## src/design/kps_pkg.sv

```systemverilog
package kps_pkg;

  // Scan machine phases
  typedef enum logic [3:0] {
    PH_UP       = 4'b0001,
    PH_DEBOUNCE = 4'b0010,
    PH_START    = 4'b0100,
    PH_REPEAT   = 4'b1000
  } scan_phase_t;

  // Command codes
  localparam logic CMD_TICK = 1'b0;
  localparam logic CMD_READ = 1'b1;

  // Register indexes
  localparam logic [7:0] REG_SHIFT_ONE    = 8'd0;
  localparam logic [7:0] REG_SHIFT_TWO    = 8'd1;
  localparam logic [7:0] REG_REPEAT_START = 8'd2;
  localparam logic [7:0] REG_REPEAT       = 8'd3;

  // Register reset values
  localparam logic [7:0] SHIFT_ONE_RST    = 8'd4;
  localparam logic [7:0] SHIFT_TWO_RST    = 8'd8;
  localparam logic [7:0] REPEAT_START_RST = 8'd50;
  localparam logic [7:0] REPEAT_RST       = 8'd10;

  // Code returned when nothing was popped
  localparam logic [7:0] EMPTY_CODE = 8'hFF;

  // Operation passed from the scan front to the code store
  typedef struct packed {
    logic       is_read;
    logic       push;
    logic [7:0] code;
  } scan_op_t;

endpackage

```

## src/design/kps_ram.sv

```systemverilog
module kps_ram #(
  parameter int WIDTH = 8,
  parameter int DEPTH = 16
) (
  input  logic                     clk,
  input  logic                     we,
  input  logic [$clog2(DEPTH)-1:0] waddr,
  input  logic [WIDTH-1:0]         wdata,
  input  logic                     re,
  input  logic [$clog2(DEPTH)-1:0] raddr,
  output logic [WIDTH-1:0]         rdata
);

  logic [WIDTH-1:0] mem [DEPTH];

  // Write port and registered read port
  always_ff @(posedge clk) begin
    if (we) begin
      mem[waddr] <= wdata;
    end
    if (re) begin
      rdata <= mem[raddr];
    end
  end

endmodule

```

## src/design/kps_front.sv

```systemverilog
module kps_front #(
  parameter int NUM_ROWS = 2,
  parameter int NUM_COLS = 2
) (
  input  logic                         clk,
  input  logic                         rst,
  // configuration writes
  input  logic                         cfg_valid,
  input  logic [7:0]                   cfg_index,
  input  logic [7:0]                   cfg_data,
  // incoming words
  input  logic                         in_valid,
  output logic                         in_ready,
  input  logic                         command,
  input  logic [NUM_ROWS*NUM_COLS-1:0] key_matrix,
  input  logic [1:0]                   shift_keys,
  // classified operations
  output logic                         op_valid,
  input  logic                         op_ready,
  output kps_pkg::scan_op_t            op
);

  localparam int RW = (NUM_ROWS > 1) ? $clog2(NUM_ROWS) : 1;
  localparam int CW = (NUM_COLS > 1) ? $clog2(NUM_COLS) : 1;

  logic [7:0] shift_one_offset;
  logic [7:0] shift_two_offset;
  logic [7:0] repeat_start_ticks;
  logic [7:0] repeat_ticks;

  kps_pkg::scan_phase_t phase, phase_next;
  logic [7:0] start_counter, start_counter_next;
  logic [7:0] repeat_counter, repeat_counter_next;

  logic          fire;
  logic          down;
  logic          push;
  logic [RW-1:0] row_idx;
  logic [CW-1:0] col_idx;
  logic [NUM_COLS-1:0] row_bits;
  logic [7:0]    code;

  assign in_ready = op_ready;
  assign fire     = in_valid && op_ready;
  assign down     = |key_matrix;

  // Configuration registers
  always_ff @(posedge clk) begin
    if (rst) begin
      shift_one_offset   <= kps_pkg::SHIFT_ONE_RST;
      shift_two_offset   <= kps_pkg::SHIFT_TWO_RST;
      repeat_start_ticks <= kps_pkg::REPEAT_START_RST;
      repeat_ticks       <= kps_pkg::REPEAT_RST;
    end else if (cfg_valid) begin
      case (cfg_index)
        kps_pkg::REG_SHIFT_ONE:    shift_one_offset   <= cfg_data;
        kps_pkg::REG_SHIFT_TWO:    shift_two_offset   <= cfg_data;
        kps_pkg::REG_REPEAT_START: repeat_start_ticks <= cfg_data;
        kps_pkg::REG_REPEAT:       repeat_ticks       <= cfg_data;
        default: ;
      endcase
    end
  end

  // Priority decode: first pressed row, then lowest pressed column, plus held shift offsets
  always_comb begin
    row_idx = '0;
    for (int r = NUM_ROWS - 1; r >= 0; r--) begin
      if (|key_matrix[r*NUM_COLS +: NUM_COLS]) begin
        row_idx = RW'(r);
      end
    end
    row_bits = key_matrix[row_idx*NUM_COLS +: NUM_COLS];
    col_idx = '0;
    for (int c = NUM_COLS - 1; c >= 0; c--) begin
      if (row_bits[c]) begin
        col_idx = CW'(c);
      end
    end
    code = 8'(row_idx) * 8'(NUM_COLS) + 8'(col_idx);
    if (shift_keys[0]) begin
      code = code + shift_one_offset;
    end
    if (shift_keys[1]) begin
      code = code + shift_two_offset;
    end
  end

  // Debounce and auto-repeat machine
  always_comb begin
    phase_next          = phase;
    start_counter_next  = start_counter;
    repeat_counter_next = repeat_counter;
    push                = 1'b0;
    case (phase)
      kps_pkg::PH_UP: begin
        if (down) phase_next = kps_pkg::PH_DEBOUNCE;
      end
      kps_pkg::PH_DEBOUNCE: begin
        if (down) begin
          push               = 1'b1;
          start_counter_next = repeat_start_ticks;
          phase_next         = kps_pkg::PH_START;
        end else begin
          phase_next = kps_pkg::PH_UP;
        end
      end
      kps_pkg::PH_START: begin
        if (!down) begin
          phase_next = kps_pkg::PH_DEBOUNCE;
        end else if (start_counter != 8'd0) begin
          start_counter_next = start_counter - 8'd1;
          if (start_counter == 8'd1) begin
            push                = 1'b1;
            repeat_counter_next = repeat_ticks;
            phase_next          = kps_pkg::PH_REPEAT;
          end
        end
      end
      kps_pkg::PH_REPEAT: begin
        if (!down) begin
          phase_next = kps_pkg::PH_DEBOUNCE;
        end else if (repeat_counter != 8'd0) begin
          repeat_counter_next = repeat_counter - 8'd1;
          if (repeat_counter == 8'd1) begin
            push                = 1'b1;
            repeat_counter_next = repeat_ticks;
          end
        end
      end
      default: phase_next = kps_pkg::PH_UP;
    endcase
  end

  // Advance the machine on scan ticks only
  always_ff @(posedge clk) begin
    if (rst) begin
      phase          <= kps_pkg::PH_UP;
      start_counter  <= 8'd0;
      repeat_counter <= 8'd0;
    end else if (fire && command == kps_pkg::CMD_TICK) begin
      phase          <= phase_next;
      start_counter  <= start_counter_next;
      repeat_counter <= repeat_counter_next;
    end
  end

  // Hand the classified word to the queue
  assign op_valid   = in_valid;
  assign op.is_read = (command == kps_pkg::CMD_READ);
  assign op.push    = (command == kps_pkg::CMD_TICK) && push;
  assign op.code    = code;

endmodule

```

## src/design/kps_queue.sv

```systemverilog
module kps_queue (
  input  logic              clk,
  input  logic              rst,
  input  logic              in_valid,
  output logic              in_ready,
  input  kps_pkg::scan_op_t in_op,
  output logic              out_valid,
  input  logic              out_ready,
  output kps_pkg::scan_op_t out_op
);

  kps_pkg::scan_op_t slot0, slot1;
  logic [1:0]        count;
  logic              push, pop;

  assign in_ready  = (count != 2'd2);
  assign out_valid = (count != 2'd0);
  assign out_op    = slot0;
  assign push      = in_valid && in_ready;
  assign pop       = out_valid && out_ready;

  // Occupancy
  always_ff @(posedge clk) begin
    if (rst) begin
      count <= 2'd0;
    end else if (push && !pop) begin
      count <= count + 2'd1;
    end else if (pop && !push) begin
      count <= count - 2'd1;
    end
  end

  // Shift the two slots toward the head
  always_ff @(posedge clk) begin
    if (pop) begin
      if (count == 2'd2) begin
        slot0 <= slot1;
      end else if (push) begin
        slot0 <= in_op;
      end
      if (push && count == 2'd2) begin
        slot1 <= in_op;
      end
    end else if (push) begin
      if (count == 2'd0) begin
        slot0 <= in_op;
      end else begin
        slot1 <= in_op;
      end
    end
  end

endmodule

```

## src/design/kps_back.sv

```systemverilog
module kps_back #(
  parameter int FIFO_DEPTH = 16
) (
  input  logic              clk,
  input  logic              rst,
  input  logic              op_valid,
  output logic              op_ready,
  input  kps_pkg::scan_op_t op,
  output logic              out_valid,
  input  logic              out_ready,
  output logic [7:0]        key_code,
  output logic              key_valid,
  output logic              key_pending,
  output logic [4:0]        pending_count
);

  localparam int AW = $clog2(FIFO_DEPTH);
  localparam int NW = $clog2(FIFO_DEPTH + 1);

  logic [AW-1:0] wr_ptr, rd_ptr;
  logic [NW-1:0] count, count_next;
  logic          fire, pop_ok, push_ok;
  logic [7:0]    rdata;
  logic          from_store;
  logic          pending;
  logic [4:0]    count_out;

  assign op_ready = !out_valid || out_ready;
  assign fire     = op_valid && op_ready;
  assign pop_ok   = op.is_read && (count != '0);
  assign push_ok  = op.push && (count != NW'(FIFO_DEPTH));

  always_comb begin
    count_next = count;
    if (push_ok) count_next = count + NW'(1);
    if (pop_ok)  count_next = count - NW'(1);
  end

  kps_ram #(
    .WIDTH(8),
    .DEPTH(FIFO_DEPTH)
  ) u_store (
    .clk  (clk),
    .we   (fire && push_ok),
    .waddr(wr_ptr),
    .wdata(op.code),
    .re   (fire && pop_ok),
    .raddr(rd_ptr),
    .rdata(rdata)
  );

  // Pointers and count
  always_ff @(posedge clk) begin
    if (rst) begin
      wr_ptr <= '0;
      rd_ptr <= '0;
      count  <= '0;
    end else if (fire) begin
      count <= count_next;
      if (push_ok) begin
        wr_ptr <= (wr_ptr == AW'(FIFO_DEPTH - 1)) ? '0 : wr_ptr + AW'(1);
      end
      if (pop_ok) begin
        rd_ptr <= (rd_ptr == AW'(FIFO_DEPTH - 1)) ? '0 : rd_ptr + AW'(1);
      end
    end
  end

  // Output word register
  always_ff @(posedge clk) begin
    if (rst) begin
      out_valid <= 1'b0;
    end else if (fire) begin
      out_valid <= 1'b1;
    end else if (out_ready) begin
      out_valid <= 1'b0;
    end
  end

  always_ff @(posedge clk) begin
    if (fire) begin
      from_store <= pop_ok;
      pending    <= (count_next != '0);
      count_out  <= 5'(count_next);
    end
  end

  assign key_code      = from_store ? rdata : kps_pkg::EMPTY_CODE;
  assign key_valid     = from_store;
  assign key_pending   = pending;
  assign pending_count = count_out;

endmodule

```

## src/design/keypad_scanner_with_repeat_top.sv

```systemverilog
// Path: an accepted input word goes through the queue, then the output register.
// Throughput: one word per cycle; a two-entry queue between the scan front
// and the code store, plus the output register, lets either side stall alone.
// Reset (rst, synchronous): scan machine to up, counters and pointers to zero,
// registers to their defaults; the code store itself is not cleared.
module keypad_scanner_with_repeat_top #(
  parameter int NUM_ROWS   = 2,
  parameter int NUM_COLS   = 2,
  parameter int FIFO_DEPTH = 16
) (
  input  logic clk,
  input  logic rst,
  // configuration write channel
  input  logic       cfg_valid,
  output logic       cfg_ready,
  input  logic [7:0] cfg_index,
  input  logic [7:0] cfg_data,
  // input stream
  input  logic       s_tvalid,
  output logic       s_tready,
  // command, key_matrix, shift_keys (from bit 0 up), zero padded
  input  logic [((NUM_ROWS*NUM_COLS+3+7)/8)*8-1:0] s_tdata,
  // output stream
  output logic        m_tvalid,
  input  logic        m_tready,
  // key_code, key_valid, key_pending, pending_count (from bit 0 up), zero padded
  output logic [15:0] m_tdata
);

  localparam int M = NUM_ROWS * NUM_COLS;

  logic              f_valid, f_ready;
  kps_pkg::scan_op_t f_op;
  logic              b_valid, b_ready;
  kps_pkg::scan_op_t b_op;
  logic [7:0]        key_code;
  logic              key_valid, key_pending;
  logic [4:0]        pending_count;

  assign cfg_ready = 1'b1;

  kps_front #(
    .NUM_ROWS(NUM_ROWS),
    .NUM_COLS(NUM_COLS)
  ) u_front (
    .clk       (clk),
    .rst       (rst),
    .cfg_valid (cfg_valid),
    .cfg_index (cfg_index),
    .cfg_data  (cfg_data),
    .in_valid  (s_tvalid),
    .in_ready  (s_tready),
    .command   (s_tdata[0]),
    .key_matrix(s_tdata[M:1]),
    .shift_keys(s_tdata[M+2:M+1]),
    .op_valid  (f_valid),
    .op_ready  (f_ready),
    .op        (f_op)
  );

  kps_queue u_queue (
    .clk      (clk),
    .rst      (rst),
    .in_valid (f_valid),
    .in_ready (f_ready),
    .in_op    (f_op),
    .out_valid(b_valid),
    .out_ready(b_ready),
    .out_op   (b_op)
  );

  kps_back #(
    .FIFO_DEPTH(FIFO_DEPTH)
  ) u_back (
    .clk          (clk),
    .rst          (rst),
    .op_valid     (b_valid),
    .op_ready     (b_ready),
    .op           (b_op),
    .out_valid    (m_tvalid),
    .out_ready    (m_tready),
    .key_code     (key_code),
    .key_valid    (key_valid),
    .key_pending  (key_pending),
    .pending_count(pending_count)
  );

  assign m_tdata = {1'b0, pending_count, key_pending, key_valid, key_code};

endmodule

```

## config.mk

```make
export PLATFORM = sky130hd
export DESIGN_NAME = keypad_scanner_with_repeat_top
export DESIGN_NICKNAME = d
export VERILOG_FILES = /design/src/design/kps_pkg.sv /design/src/design/kps_ram.sv /design/src/design/kps_front.sv /design/src/design/kps_queue.sv /design/src/design/kps_back.sv /design/src/design/keypad_scanner_with_repeat_top.sv
export SDC_FILE = /design/constraint.sdc
export NUM_CORES = 1
export LEC_CHECK = 0
export BUFFER_PORTS_ARGS = -buffer_cell sky130_fd_sc_hd__buf_4
export CAP_MARGIN = 20
export CELL_PAD_IN_SITES_DETAIL_PLACEMENT = 2
export CELL_PAD_IN_SITES_GLOBAL_PLACEMENT = 2
export CORE_MARGIN = 2
export CORE_UTILIZATION = 25
export CTS_CLUSTER_DIAMETER = 40
export CTS_CLUSTER_SIZE = 10
export DETAILED_ROUTE_END_ITERATION = 16
export PLACE_DENSITY = 0.48
export SLEW_MARGIN = 10
export SYNTH_ARGS = -nofsm -noshare
export SYNTH_HDL_FRONTEND = slang
export SYNTH_HIERARCHICAL = 1
export SYNTH_SLANG_ARGS = --single-unit
```

## constraint.sdc

```tcl
create_clock -name clk -period 4.7 [get_ports clk]
set_clock_uncertainty 0.2 [all_clocks]
set_input_delay 0.94 -clock clk [delete_from_list [all_inputs] [get_ports clk]]
set_output_delay 0.94 -clock clk [all_outputs]
set_load 0.005 [all_outputs]
```

---- Yosys cells after proc, flatten, opt, wreduce, memory -nomap -nowiden ----
Memories as Yosys holds them, arrays and structs flattened. A register that Yosys moved wholly into a read port is not among the register bits.
Index checks and enable logic that the tools add are counted.
W data, S select, Z words.
cells by class
  bitwise logic cells ..................... 1
  shift-type cells ........................ 1
  reduce and logical (&&, ||, !) cells .... 43
  eq/ne operators ......................... 26
  $add $sub $neg .......................... 11
  muxes and demuxes ....................... 52
operators with widths
  cell                   number
  $mux W8                12
  $mux W10               9
  $pmux W8 S2            2
  $mux W4                7
  $eq A8 B1 Y1 const B   3
  $add A8 B8 Y8          2
  $eq A8 B2 Y1 const B   2
  $ne A2 B1 Y1 const B   8
  $pmux W4 S4            1
  $reduce_bool A2 Y1     8
  $reduce_bool A8 Y1     2
  $sub A8 B1 Y8 const B  2
  $mux W1                15
  $eq A4 B4 Y1 const B   3
  $reduce_and A2 Y1      6
  $logic_and A1 B1 Y1    11
  $mux W5                2
  $reduce_and A5 Y1      2
  $reduce_bool A5 Y1     2
  $add A4 B1 Y4 const B  2
  $logic_not A8 Y1       1
  $reduce_and A7 Y1      1
  $ne A2 B2 Y1 const B   3
  $ne A3 B3 Y1 const B   2
  21 further kinds       26
storage, ports and cells
  bits in registers ....................... 95
  bits of input ports ..................... 29
  word-level logic and storage cells ...... 156
  output and inout port bits .............. 19
  RAM bits ................................ 128
  memories ................................ 1
memory list
  name                words  bits a word  read ports  clocked after Yosys merged registers in  wr ports  line           source
  u_back.u_store.mem  16     8            1           1                                        1         kps_ram.sv:14  logic [WIDTH-1:0] mem [DEPTH];

---- Longest topological paths before layout ----
Gate-level depths: netlist of the first run.
  word-level depth ........................ 14
  mapped depth ............................ 17
  mapped depth without buffers ............ 17

---- Modules after synthesis ----
The synthesis of the first run kept the hierarchy.
by module, submodules not included
  module                          cells an instance  times used  seq. area each (um^2)  area each (um^2)
  kps_ram                         229                1           4,083.9                5,227.5
  kps_front                       396                1           1,041.0                3,261.9
  kps_back                        126                1           490.5                  1,162.4
  kps_queue                       54                 1           640.6                  953.4
  keypad_scanner_with_repeat_top  6                  1           0.0                    37.5

---- Least setup slack after synthesis of the first run ----
Ideal clock, no wire load.
  kind .................................... input port to flip-flop
  start ................................... in s_tdata[3]
  end ..................................... reg u_queue.slot0 (netlist bit u_queue/out_op[7]) (data pin)
  required time ........................... 4.240 ns
  setup time .............................. 0.260 ns
  arrival time ............................ 3.479 ns
  path slack .............................. 0.760 ns
  stages .................................. 16
  path buffers ............................ 0
  path through ............................ inv_1 a21oi_1 nor2_1 ha_1 inv_1 fa_1 nand3b_1 xnor2_1 and2_1 ha_1 nand3_1 o2111ai_1 a21oi_1 nor3b_1 xnor2_1 mux2_4
RTL lines
  item                  line                                  source
  start, declared       keypad_scanner_with_repeat_top.sv:22  input logic [((NUM_ROWS*NUM_COLS+3+7)/8)*8-1:0] s_tdata,
  end signal, assigned  kps_queue.sv:37                       slot0 <= slot1;
  end signal, assigned  kps_queue.sv:39                       slot0 <= in_op;
  end signal, assigned  kps_queue.sv:46                       slot0 <= in_op;
  end, declared         kps_queue.sv:12                       kps_pkg::scan_op_t slot0, slot1;

==> reports/results.tsv, run 1 <==
stage	metric	value	unit
hold_path	hold_class	reg -> reg	
cells_and_area	fin_area	0.0132	mm2
clocking	ctsResizeCount	0	
die	dieArea	0.0442	mm2
die	start_util	0.254	
placed_design	place.gp.congestion	0.706	
cells_and_area	drive_above_1_share	0.207	
timing	final_hold_viol_count	0	
routing	drtAntennaViolNets	0	
yosys	syn_area_per_cell	13.1	um2
routing	drtIter0Drc	227	
yosys	ys_async_sr_fraction	0	
grt	use_met1	0.157	
pwr	combPwrFrac	0.122	
die	num_rows	75	
pwr	power.share.clock	0.492	
grt	grt_overflow	0	
clocking	cts_made_buffers	48	
clocking	h-tree-depth	2	
die	dieHeight	210	um
grt	grt_max_degree	63	
routing	drt-total-wl	27600	um
grt	grt_busiest_layer	met2	
yosys	synth_seq_cells	231	
grt	grt_pass1_vias	7657	
critical_path	cp-start-kind	input port	
grt	antenna_found_initial	0	
routing	routed_via_density	4.70	
yosys	synth_edf_count	163	
placed_design	place.port_buffers	44	
yosys	synth-warning-count	6	
timing	fin_crit_sh	0.830	
cells_and_area	n_fill_cell	4390	
critical_path	cp_max_fo	5	
flow_run	max-cap-violations	0	
clocking	clk_latency	580	ps
timing	fmax	256	MHz
critical_path	cp.required	4810	ps
clocking	postCtsSetupBuffers	0	
routing	wl_per_cell	19.0	um
pwr	internal_power	0.00529	W
timing	fin_ws	798	ps
pwr	swShare	0.263	
clocking	cts_buffer_depth	3	
pwr	p_per_area	546	mW/mm2
pwr	sequentialPowerShare	0.385	
clocking	tritoncts	yes	
timing	setup_tns	0	ps
critical_path	cp.arrival	4010	ps
grt	grt_pass1_wl	43700	um
pwr	ir_worst_vdd	0.264	mV
cells_and_area	final_core_util	0.314	
critical_path	crit_type	in -> reg	
cells_and_area	synthToLayoutAreaGrowth	23.6	%
timing	tightest_slew	1000	ps
clocking	clkSinkCount	231	
cells_and_area	n_antenna_cell	0	
routing	drc	0	
timing	fin_crit	3900	ps
critical_path	r2r_setup_slack	1210	ps
placed_design	postPlaceCellArea	0.0114	mm2
pwr	p_leak	4.69	nW
yosys	synthesis.area	0.0106	mm2
placed_design	dp_hpwl	18600	um
placed_design	dp_worst_setup_slack	213	ps
yosys	synthFlopType	edfxtp_1	
timing	slew-limit-headroom	0.331	
routing	first_pass_iters	4	
clocking	cts-root-buf	clkbuf_16	
grt	track_usage	0.128	
clocking	cts.clk_slew.worst_paths	50	ps
yosys	synth-seq-area-share	0.588	
grt	grt_use_met2	0.222	
pwr	p_sw	0.00189	W
die	io_pins	48	
yosys	synth_cell_types	78	
yosys	synth_fp_nets	860	
grt	use_met3	0.0288	
cells_and_area	nets	922	
die	die_x	210	um
timing	setup_viol	0	
clocking	ctsHoldBuffers	0	
yosys	synth_cells	811	
run_status	outcome	complete, no violations	
critical_path	endpoint_kind	flop	
die	fp.coreArea	0.0419	mm2
timing	grt_setup_unrepaired	no	
routing	vias	6821	
timing	report.final.slew_viol_count	0	
## metrics by stage
stage | cells | total power [W] | hold WS, ps
6_report | 1452 | 0.00718 | 269
5_1_grt | 1452 | 0.00752 | 288
4_1_cts | 1451 | 0.00731 | 273
3_5_place_dp | 1361 | 0.00370 | 268
3_3_place_gp | 1361 | 0.00365 | 253
2_1_floorplan | 811 | 0.00333 | 232
## synth_stat cells, types with 11 or more instances
cell | count | area share
a21oi_1 | 41 | 0.019
a22oi_1 | 16 | 0.011
buf_2 | 11 | 0.0052
clkbuf_1 | 14 | 0.0049
dfxtp_1 | 68 | 0.13
edfxtp_1 | 163 | 0.46
ha_1 | 18 | 0.021
inv_1 | 20 | 0.0071
mux2i_1 | 34 | 0.032
mux4_1 | 14 | 0.035
mux4_2 | 18 | 0.038
nand2_1 | 70 | 0.025
nand2b_1 | 20 | 0.012
nand3_1 | 12 | 0.0056
nor2_1 | 73 | 0.026
nor3_1 | 15 | 0.0071
o21ai_0 | 21 | 0.0099
xnor2_1 | 11 | 0.0091
## area by class of cell
class	instances	area [um2]	share of cell area
well taps	539	674	0.0513
multi-input cells	510	3990	0.303
clock inverters	36	467	0.0355
repair buffers	60	450	0.0342
inverters	22	82.6	0.00628
clock buffers	54	1230	0.0938
flip-flops and latches	231	6260	0.476
## critical path: stages
cell       delay [ps]
buf_4             120
inv_1              50
a21oi_1            70
nor2_1            110
ha_1              190
inv_1              70
fa_1              400
nand3b_1          190
xnor2_1           140
and2_1            180
ha_1              380
nand3_1           120
o2111ai_1         260
a21oi_1           100
nor3b_1           290
xnor2_1           140
mux2_4            270
## flip-flops by register name (all words and copies together) (netlist names), 2 cells and up
signal,count
u_front/shift_two_offset,8
u_back/u_store/rdata,8
u_back/rd_ptr,4
u_back/pending_count,5
u_front/start_counter,8
u_front/repeat_counter,8
u_queue/out_op,10
u_back/u_store/mem,128
u_queue/slot1,10
u_back/count,5
u_front/phase,4
u_queue/count,2
u_front/repeat_ticks,8
u_back/wr_ptr,4
u_front/repeat_start_ticks,8
u_front/shift_one_offset,8
## logic make-up after synthesis
family                     Yosys count  synth area share
other                                2          0.000706
AOI/OAI and AO/OA                  132            0.0845
muxes                               80             0.123
buffers and inverters               70            0.0376
adders and majority gates           20            0.0249
xor gates and xnor gates            17            0.0140
DFF                                231             0.588
and+or+nand+nor                    259             0.127
## final timing paths
| check | cells after the start | endpoint | start |
|---|---|---|---|
| setup / recovery | 17 | u_queue/out_op[7]$_DFFE_PP_ | s_tdata[3] |
| hold / removal | 2 | u_front/repeat_ticks[7]$_SDFFE_PP0P_ | u_front/repeat_ticks[7]$_SDFFE_PP0P_ |
| setup reg to reg | 13 | u_queue/out_op[7]$_DFFE_PP_ | u_front/shift_one_offset[0]$_SDFFE_PP0P_ |
| hold reg to reg | 2 | u_front/repeat_ticks[7]$_SDFFE_PP0P_ | u_front/repeat_ticks[7]$_SDFFE_PP0P_ |
## routing by layer
metal  vias to the layer above  wire (um)
met5                         -          0
met4                         0        638
met3                        44       1090
met2                       116      13700
met1                      3460      12200
li1                       3201          -
## cells in the final DEF, fill, tap and decap left out, types with 20 or more instances in the layout
| master | netlist | final |
|---|---|---|
| mux2i_1 | 34 | 34 |
| nand2_1 | 70 | 70 |
| clkbuf_16 | 0 | 48 |
| nand2b_1 | 20 | 20 |
| dfxtp_1 | 68 | 67 |
| inv_1 | 20 | 20 |
| a21oi_1 | 41 | 41 |
| edfxtp_1 | 163 | 163 |
| nor2_1 | 73 | 73 |
| buf_4 | 10 | 60 |
| o21ai_0 | 21 | 21 |
## power groups by stage
| stage | clock [W] | combinational [W] | sequential, W |
|---|---|---|---|
| 2_1_floorplan | 0 | 0.000651 | 0.00268 |
| 3_3_place_gp | 0 | 0.000860 | 0.00279 |
| 3_5_place_dp | 0 | 0.000885 | 0.00282 |
| 4_1_cts | 0.00364 | 0.000893 | 0.00278 |
| 5_1_grt | 0.00373 | 0.000975 | 0.00281 |
| 6_report | 0.00353 | 0.000876 | 0.00277 |
Power figures use the tool's default switching activity.
==> inputs of run 2 (changes only) <==
Settings changed: PLACE_DENSITY 0.48 to 0.5.
Clock period 4.7 ns to 3.49 ns, I/O delays scaled along.
==> reports/results.tsv, run 2 (same netlist as run 1, synthesis figures left out) <==
stage	metric	value	unit	change
flow_run	max-cap-violations	0		unchanged
cells_and_area	synthToLayoutAreaGrowth	27.0	%	was 23.6%
clocking	tritoncts	yes		unchanged
clocking	cts-root-buf	clkbuf_16		unchanged
routing	routed_via_density	4.60		was 4.70
critical_path	cp_max_fo	3		was 5
routing	drtIter0Drc	196		was 227
pwr	internal_power	0.00724	W	was 0.00529 W
timing	fin_crit	3310	ps	
critical_path	cp-start-kind	input port		unchanged
clocking	h-tree-depth	2		unchanged
pwr	power.share.clock	0.497		was 0.492
routing	wl_per_cell	18.1	um	was 19.0 um
timing	grt_setup_unrepaired	yes		was no
cells_and_area	final_common_cell	edfxtp_1		unchanged
die	dieArea	0.0442	mm2	unchanged
die	fp.coreArea	0.0419	mm2	unchanged
routing	drt-total-wl	26800	um	was 27600 um
timing	tightest_slew	820	ps	was 1000 ps
cells_and_area	drive_above_1_share	0.248		was 0.207
cells_and_area	layout.cells.non_filler	1482		was 1452
clocking	cts.clk_slew.worst_paths	50	ps	about the same
hold_path	hold_class	in -> reg		was reg -> reg
clocking	cts_made_buffers	49		was 48
pwr	combPwrFrac	0.122		about the same
critical_path	cp.arrival	3420	ps	was 4010 ps
timing	fin_crit_sh	0.948		
cells_and_area	largest_reg_flops	128		unchanged
clocking	postCtsSetupBuffers	0		unchanged
critical_path	path_delay_family	adder cells		unchanged
cells_and_area	nets	952		was 922
critical_path	crit_type	in -> reg		unchanged
placed_design	dp_cells	1391		was 1361
pwr	swShare	0.259		was 0.263
cells_and_area	n_antenna_cell	0		unchanged
cells_and_area	n_fill_cell	4376		was 4390
clocking	clk_latency	580	ps	about the same
timing	slew-limit-headroom	0.452		was 0.331
die	dieHeight	210	um	unchanged
routing	vias	6816		was 6821
grt	grt_pass1_vias	7514		was 7657
grt	antenna_found_initial	0		unchanged
die	io_pins	48		unchanged
timing	setup_viol	0		unchanged
cells_and_area	top_register	u_back/u_store/mem		unchanged
critical_path	worstPathCellList	buf_4, inv_1, a21oi_1, nor2_1, ha_2, inv_1, fa_2, mux2i_4, ha_1, a21oi_1, buf_4, o2111ai_1, xnor2_1, nor2_1, a21o_1, mux2_4		was buf_4, inv_1, a21oi_1, nor2_1, ha_1, inv_1, fa_1, nand3b_1, xnor2_1, and2_1, ha_1, nand3_1, o2111ai_1, a21oi_1, nor3b_1, xnor2_1, mux2_4
timing	fin_hold_ws	150	ps	was 269 ps
cells_and_area	final_cell_mix	edfxtp_1 (163), buf_4 (88), nor2_1 (73)		was edfxtp_1 (163), nor2_1 (73), nand2_1 (70)
pwr	ir_worst_vdd	0.375	mV	was 0.264 mV
timing	fmax	302	MHz	
critical_path	endpoint_kind	flop		unchanged
pwr	p_leak	4.87	nW	was 4.69 nW
timing	fin_ws	180	ps	was 798 ps
die	start_util	0.254		unchanged
placed_design	place.gp.congestion	0.693		was 0.706
critical_path	cp_num_buf_inv	4		was 3
routing	first_pass_iters	4		unchanged
clocking	clkSinkCount	231		unchanged
placed_design	dp_worst_setup_slack	-515	ps	was 213 ps
critical_path	critical_path.max_stage_delay	450	ps	was 400 ps
run_status	outcome	complete, no violations		unchanged
grt	grt_pass1_wl	42900	um	was 43700 um
die	num_rows	75		unchanged
clocking	cts_buffer_depth	3		unchanged
routing	drtAntennaViolNets	0		unchanged
placed_design	dp_hpwl	18000	um	was 18600 um
timing	report.final.slew_viol_count	0		unchanged
critical_path	cp.required	3600	ps	was 4810 ps
pwr	p_per_area	722	mW/mm2	was 546 mW/mm2
critical_path	cp_slowest_cell	fa_2		was fa_1
pwr	p_sw	0.00253	W	was 0.00189 W
grt	track_usage	0.125		was 0.128
placed_design	place.port_buffers	44		unchanged
routing	drc	0		unchanged
pwr	sequentialPowerShare	0.380		was 0.385
grt	grt_overflow	0		unchanged
grt	grt_max_degree	37		was 63
die	die_x	210	um	unchanged
timing	final_hold_viol_count	0		unchanged
run 2: cell types whose count changed in the layout (fill, tap and decap cells not counted), moves of 3 or more:
cell and change:
inv_6 -4, clkinv_1 -3, clkbuf_1 +3, buf_4 +28, ha_1 -3
run 2: final timing paths:
check | endpoint | cells past startpoint | startpoint | slack (ps)
min | u_queue/slot1[9]$_DFFE_PP_ | 1 | s_tdata[0] | 150
max | u_queue/out_op[5]$_DFFE_PP_ | 16 | s_tdata[3] | 180
max reg2reg | u_queue/out_op[5]$_DFFE_PP_ | 13 | u_front/shift_one_offset[0]$_SDFFE_PP0P_ | 320
min reg2reg | u_front/repeat_ticks[4]$_SDFFE_PP0P_ | 2 | u_front/repeat_ticks[4]$_SDFFE_PP0P_ | 260
run 2: through the flow:
| stage | setup TNS [ps] | area, um2 | util | power [W] |
|---|---|---|---|---|
| after global routing | -68.9 | 13500 | 0.322 | 0.0102 |
| after CTS | 0 | 13500 | 0.322 | 0.00997 |
| after floorplan | -146 | 10700 | - | 0.00449 |
| after detailed placement | -3260 | 11700 | 0.280 | 0.00501 |
| final | 0 | 13500 | 0.322 | 0.00977 |
| after global placement | -2580 | 11700 | 0.280 | 0.00496 |
run 2: repair_timing:
item / 4_1_cts / 5_1_grt
resized for setup: 0 / 5
hold buffers: 0 / 0
hold endpoints to repair: 0 / 0
endpoints found under the setup margin: 0 / 3
run 2: layer usage:
metal / global-route usage / up-vias / wire [um]
met4: 0.0452 / 0 / 539
met1: 0.158 / 3404 / 12300
met5: 0 / - / 0
met2: 0.212 / 103 / 13000
met3: 0.0261 / 39 / 967
li1: - / 3270 / -
run 2: worst reg2reg max path: cells and delay by family, from the launching register on:
| kind | cells | cell delay [ps] |
|---|---|---|
| adders and majority gates | 3 | 820 |
| buffers and inverters | 1 | 50 |
| muxes | 1 | 250 |
| AOI/OAI and AO/OA | 2 | 440 |
| xor gates and xnor gates | 2 | 320 |
| and+or+nand+nor | 4 | 510 |
| DFF | 1 | 340 |
run 2: power by group through the flow:
stage / logic [W] / registers (W) / clock network (W)
2_1_floorplan: 0.000879 / 0.00361 / 0
3_3_place_gp: 0.00121 / 0.00375 / 0
3_5_place_dp: 0.00123 / 0.00378 / 0
4_1_cts: 0.00123 / 0.00373 / 0.00500
5_1_grt: 0.00134 / 0.00377 / 0.00513
6_report: 0.00119 / 0.00371 / 0.00486
run 2: final cells by class:
type / count / area, um2 / area share
timing repair buffer: 89 / 681 / 0.0503
inverter: 22 / 82.6 / 0.00611
multi-input combinational: 510 / 4070 / 0.301
sequential: 231 / 6260 / 0.463
tap: 539 / 674 / 0.0499
clock inverter: 31 / 455 / 0.0337
clock buffer: 60 / 1300 / 0.0960
==> inputs of run 3 (changes only) <==
--- a/config.mk
+++ b/config.mk
@@ -17,2 +17,3 @@
 export PLACE_DENSITY = 0.5
+export RECOVER_POWER = 100
 export SLEW_MARGIN = 10
@@ -20,3 +21,2 @@
 export SYNTH_HDL_FRONTEND = slang
-export SYNTH_HIERARCHICAL = 1
 export SYNTH_SLANG_ARGS = --single-unit
==> constraint.sdc (replaced) <==
create_clock -name clk -period 3.49 [get_ports clk]
set_clock_uncertainty 0.2 [all_clocks]
set_input_delay 0.1745 -clock clk [delete_from_list [all_inputs] [get_ports clk]]
set_output_delay 0.1745 -clock clk [all_outputs]
set_load 0.005 [all_outputs]
==> reports/results.tsv, run 3 <==
stage	metric	value	unit	change
timing	fin_crit_sh	0.952		was 0.948
timing	tightest_slew	953	ps	was 820 ps
timing	slew-limit-headroom	0.358		was 0.452
die	dieHeight	208	um	was 210 um
yosys	yosysTopAreaCell	edfxtp_1		unchanged
clocking	tritoncts	yes		unchanged
cells_and_area	layout.cells.non_filler	1453		was 1482
clocking	cts-root-buf	clkbuf_16		unchanged
yosys	synth_fp_nets	837		was 860
pwr	p_per_area	707	mW/mm2	was 722 mW/mm2
pwr	ir_worst_vdd	0.321	mV	was 0.375 mV
yosys	ys_async_sr_fraction	0		unchanged
placed_design	dp_cells	1354		was 1391
cells_and_area	largest_reg_flops	128		unchanged
critical_path	ff2ff_path_depth	11		was 13
timing	setup_tns	0	ps	unchanged
grt	grt_overflow	0		unchanged
clocking	clk_latency	550	ps	was 580 ps
cells_and_area	final_cell_mix	edfxtp_1 (163), nor2_1 (85), dfxtp_1 (68)		was edfxtp_1 (163), buf_4 (88), nor2_1 (73)
routing	drtIter0Drc	254		was 196
critical_path	cp_max_fo	3		unchanged
placed_design	place.port_buffers	44		unchanged
clocking	clkSinkCount	231		unchanged
placed_design	dp_hpwl	18800	um	was 18000 um
clocking	h-tree-depth	2		unchanged
routing	drc	0		unchanged
placed_design	place.gp.congestion	0.740		was 0.693
routing	drtAntennaViolNets	0		unchanged
critical_path	cp.arrival	3400	ps	was 3420 ps
routing	wl_per_cell	18.8	um	was 18.1 um
cells_and_area	top_register	u_back.u_store.mem		was u_back/u_store/mem
cells_and_area	final_common_cell	edfxtp_1		unchanged
hold_path	hold_end	u_front.repeat_counter[6]$_SDFFE_PP0P_		was u_queue/slot1[9]$_DFFE_PP_
clocking	cts_made_buffers	44		was 49
cells_and_area	nets	940		was 952
timing	setup_viol	0		unchanged
yosys	synth_common_cells	edfxtp_1 (163), nor2_1 (85), dfxtp_1 (68), nand2_1 (57)		was edfxtp_1 (163), nor2_1 (73), nand2_1 (70), dfxtp_1 (68), a21oi_1 (41)
timing	report.final.slew_viol_count	0		unchanged
hold_path	hold_class	in -> reg		unchanged
die	fp.coreArea	0.0410	mm2	was 0.0419 mm2
critical_path	crit_type	reg -> reg		was in -> reg
pwr	total_power	0.00921	W	was 0.00977 W
yosys	synth_cells	784		was 811
critical_path	cp-start-kind	flop		was input port
yosys	syn_area_per_cell	13.3	um2	was 13.1 um2
pwr	p_leak	4.56	nW	was 4.87 nW
grt	grt_max_degree	62		was 37
critical_path	cp.required	3570	ps	was 3600 ps
run_status	outcome	complete, no violations		unchanged
die	num_rows	74		was 75
clocking	cts_buffer_depth	3		unchanged
die	start_util	0.254		about the same
yosys	synth_seq_cells	231		unchanged
yosys	synth_top_area_frac	0.470		was 0.460
timing	fin_crit	3320	ps	was 3310 ps
cells_and_area	synthToLayoutAreaGrowth	25.1	%	was 27.0%
timing	grt_setup_unrepaired	no		was yes
die	io_pins	48		unchanged
critical_path	r2r-end	u_queue.out_op[6]$_DFFE_PP_		was u_queue/out_op[5]$_DFFE_PP_
grt	antenna_found_initial	1		was 0
yosys	synthesis.area	0.0104	mm2	was 0.0106 mm2
grt	track_usage	0.129		was 0.125
routing	routed_via_density	4.71		was 4.60
critical_path	endpoint_kind	flop		unchanged
cells_and_area	drive_above_1_share	0.196		was 0.248
routing	vias	6837		was 6816
die	dieArea	0.0433	mm2	was 0.0442 mm2
hold_path	min_path_cells	5		was 1
timing	fin_hold_ws	65.3	ps	was 150 ps
timing	fmax	301	MHz	was 302 MHz
routing	drt-total-wl	27300	um	was 26800 um
yosys	synth-warning-count	0		was 6
timing	final_hold_viol_count	0		unchanged
routing	first_pass_iters	4		unchanged
yosys	synthFlopType	edfxtp_1		unchanged
yosys	yosys-top-cells-area	edfxtp_1 (47%), dfxtp_1 (13%), mux4_2 (8.6%)		was edfxtp_1 (46%), dfxtp_1 (13%), mux4_2 (3.8%)
flow_run	max-cap-violations	0		unchanged
grt	grt_pass1_vias	7612		was 7514
yosys	synth_edf_count	163		unchanged
yosys	synth_cell_types	68		was 78
yosys	synth_most_common_cell	edfxtp_1		unchanged
critical_path	reg2reg_from	u_front.shift_one_offset[0]$_SDFFE_PP0P_		was u_front/shift_one_offset[0]$_SDFFE_PP0P_
clocking	cts.clk_slew.worst_paths	50	ps	about the same
die	die_x	208	um	was 210 um
yosys	synth-seq-area-share	0.600		was 0.588
critical_path	r2r_setup_slack	170	ps	was 320 ps
grt	grt_pass1_wl	43700	um	was 42900 um
hold_path	min_from	s_tvalid		was s_tdata[0]
## run 3: repair_timing
| item | in CTS | in global routing |
|---|---|---|
| endpoints found under the setup margin | 0 | 5 |
| hold buffers | 17 | 0 |
| gates resized for setup | 0 | 7 |
| buffers inserted | 0 | 1 |
| endpoints found under the hold margin | 58 | 0 |
## run 3: layout make-up
| cell class | count | area (um2) |
|---|---|---|
| repair buffers | 97 | 658 |
| fillers | 4276 | 28000 |
| multi-input cells | 488 | 3880 |
| diodes | 1 | 2.50 |
| inverters | 25 | 93.8 |
| flip-flops and latches | 231 | 6260 |
| clock buffers | 50 | 1150 |
| clock inverters | 29 | 325 |
| well taps | 532 | 666 |
## run 3: how the worst max path moves through the flow
stage | endpoint | depth (start not counted) | slack [ps] | from
3_5_place_dp | u_queue.out_op[5]$_DFFE_PP_ | 16 | -90 | s_tdata[3]
2_1_floorplan | u_queue.out_op[5]$_DFFE_PP_ | 13 | 270 | s_tdata[3]
4_1_cts | u_queue.out_op[5]$_DFFE_PP_ | 12 | 90 | u_front.shift_one_offset[0]$_SDFFE_PP0P_
6_report | u_queue.out_op[6]$_DFFE_PP_ | 11 | 170 | u_front.shift_one_offset[0]$_SDFFE_PP0P_
3_3_place_gp | u_queue.out_op[5]$_DFFE_PP_ | 16 | -7 | s_tdata[3]
5_1_grt | u_queue.out_op[6]$_DFFE_PP_ | 12 | 6 | u_front.shift_one_offset[0]$_SDFFE_PP0P_
## run 3: kinds of logic (layout without fill, tap and decap cells)
family | count (synthesis) | count (layout) | share of synthesized area
buffers and inverters | 65 | 201 | 0.0267
other | 2 | 3 | 0.000721
XOR/XNOR | 17 | 17 | 0.0143
AND/OR/NAND/NOR | 242 | 242 | 0.119
multiplexers | 90 | 90 | 0.136
AO/OA/AOI/OAI | 113 | 113 | 0.0735
flip-flops | 231 | 231 | 0.600
adder cells (fa/ha/maj) | 24 | 24 | 0.0303
## run 3: power by group
part / internal (W) / total (W) / switching, W / leakage [nW]
clock: 0.00276 / 0.00423 / 0.00147 / 0.709
sequential: 0.00337 / 0.00369 / 0.000320 / 2.05
combinational: 0.000607 / 0.00130 / 0.000692 / 1.81
## run 3: critical path, stage by stage, from the launching register on
cell and delay, ps:
dfxtp_1 360, ha_1 180, inv_1 60, fa_2 530
mux2i_2 70, clkbuf_1 140, fa_1 460, a211oi_1 240
nor2_1 110, mux2i_1 140, o311ai_0 220, mux2_2 340
## run 3: stage by stage
step                cell area [um2]  worst slack [ps]  utilization
floorplan                     10400               273            -
global placement              11500             -7.29        0.281
detailed placement            11500             -91.0        0.281
CTS                           13200              87.1        0.321
global route                  13000              5.56        0.318
finish                        13000               166        0.318
## run 3: metal layers
layer  GRT usage  routed length (um)  up-vias
met4      0.0449                 649        0
li1            -                   -     3191
met5           0                   0        -
met1       0.155               11600     3477
met2       0.226               13700      123
met3      0.0328                1340       46
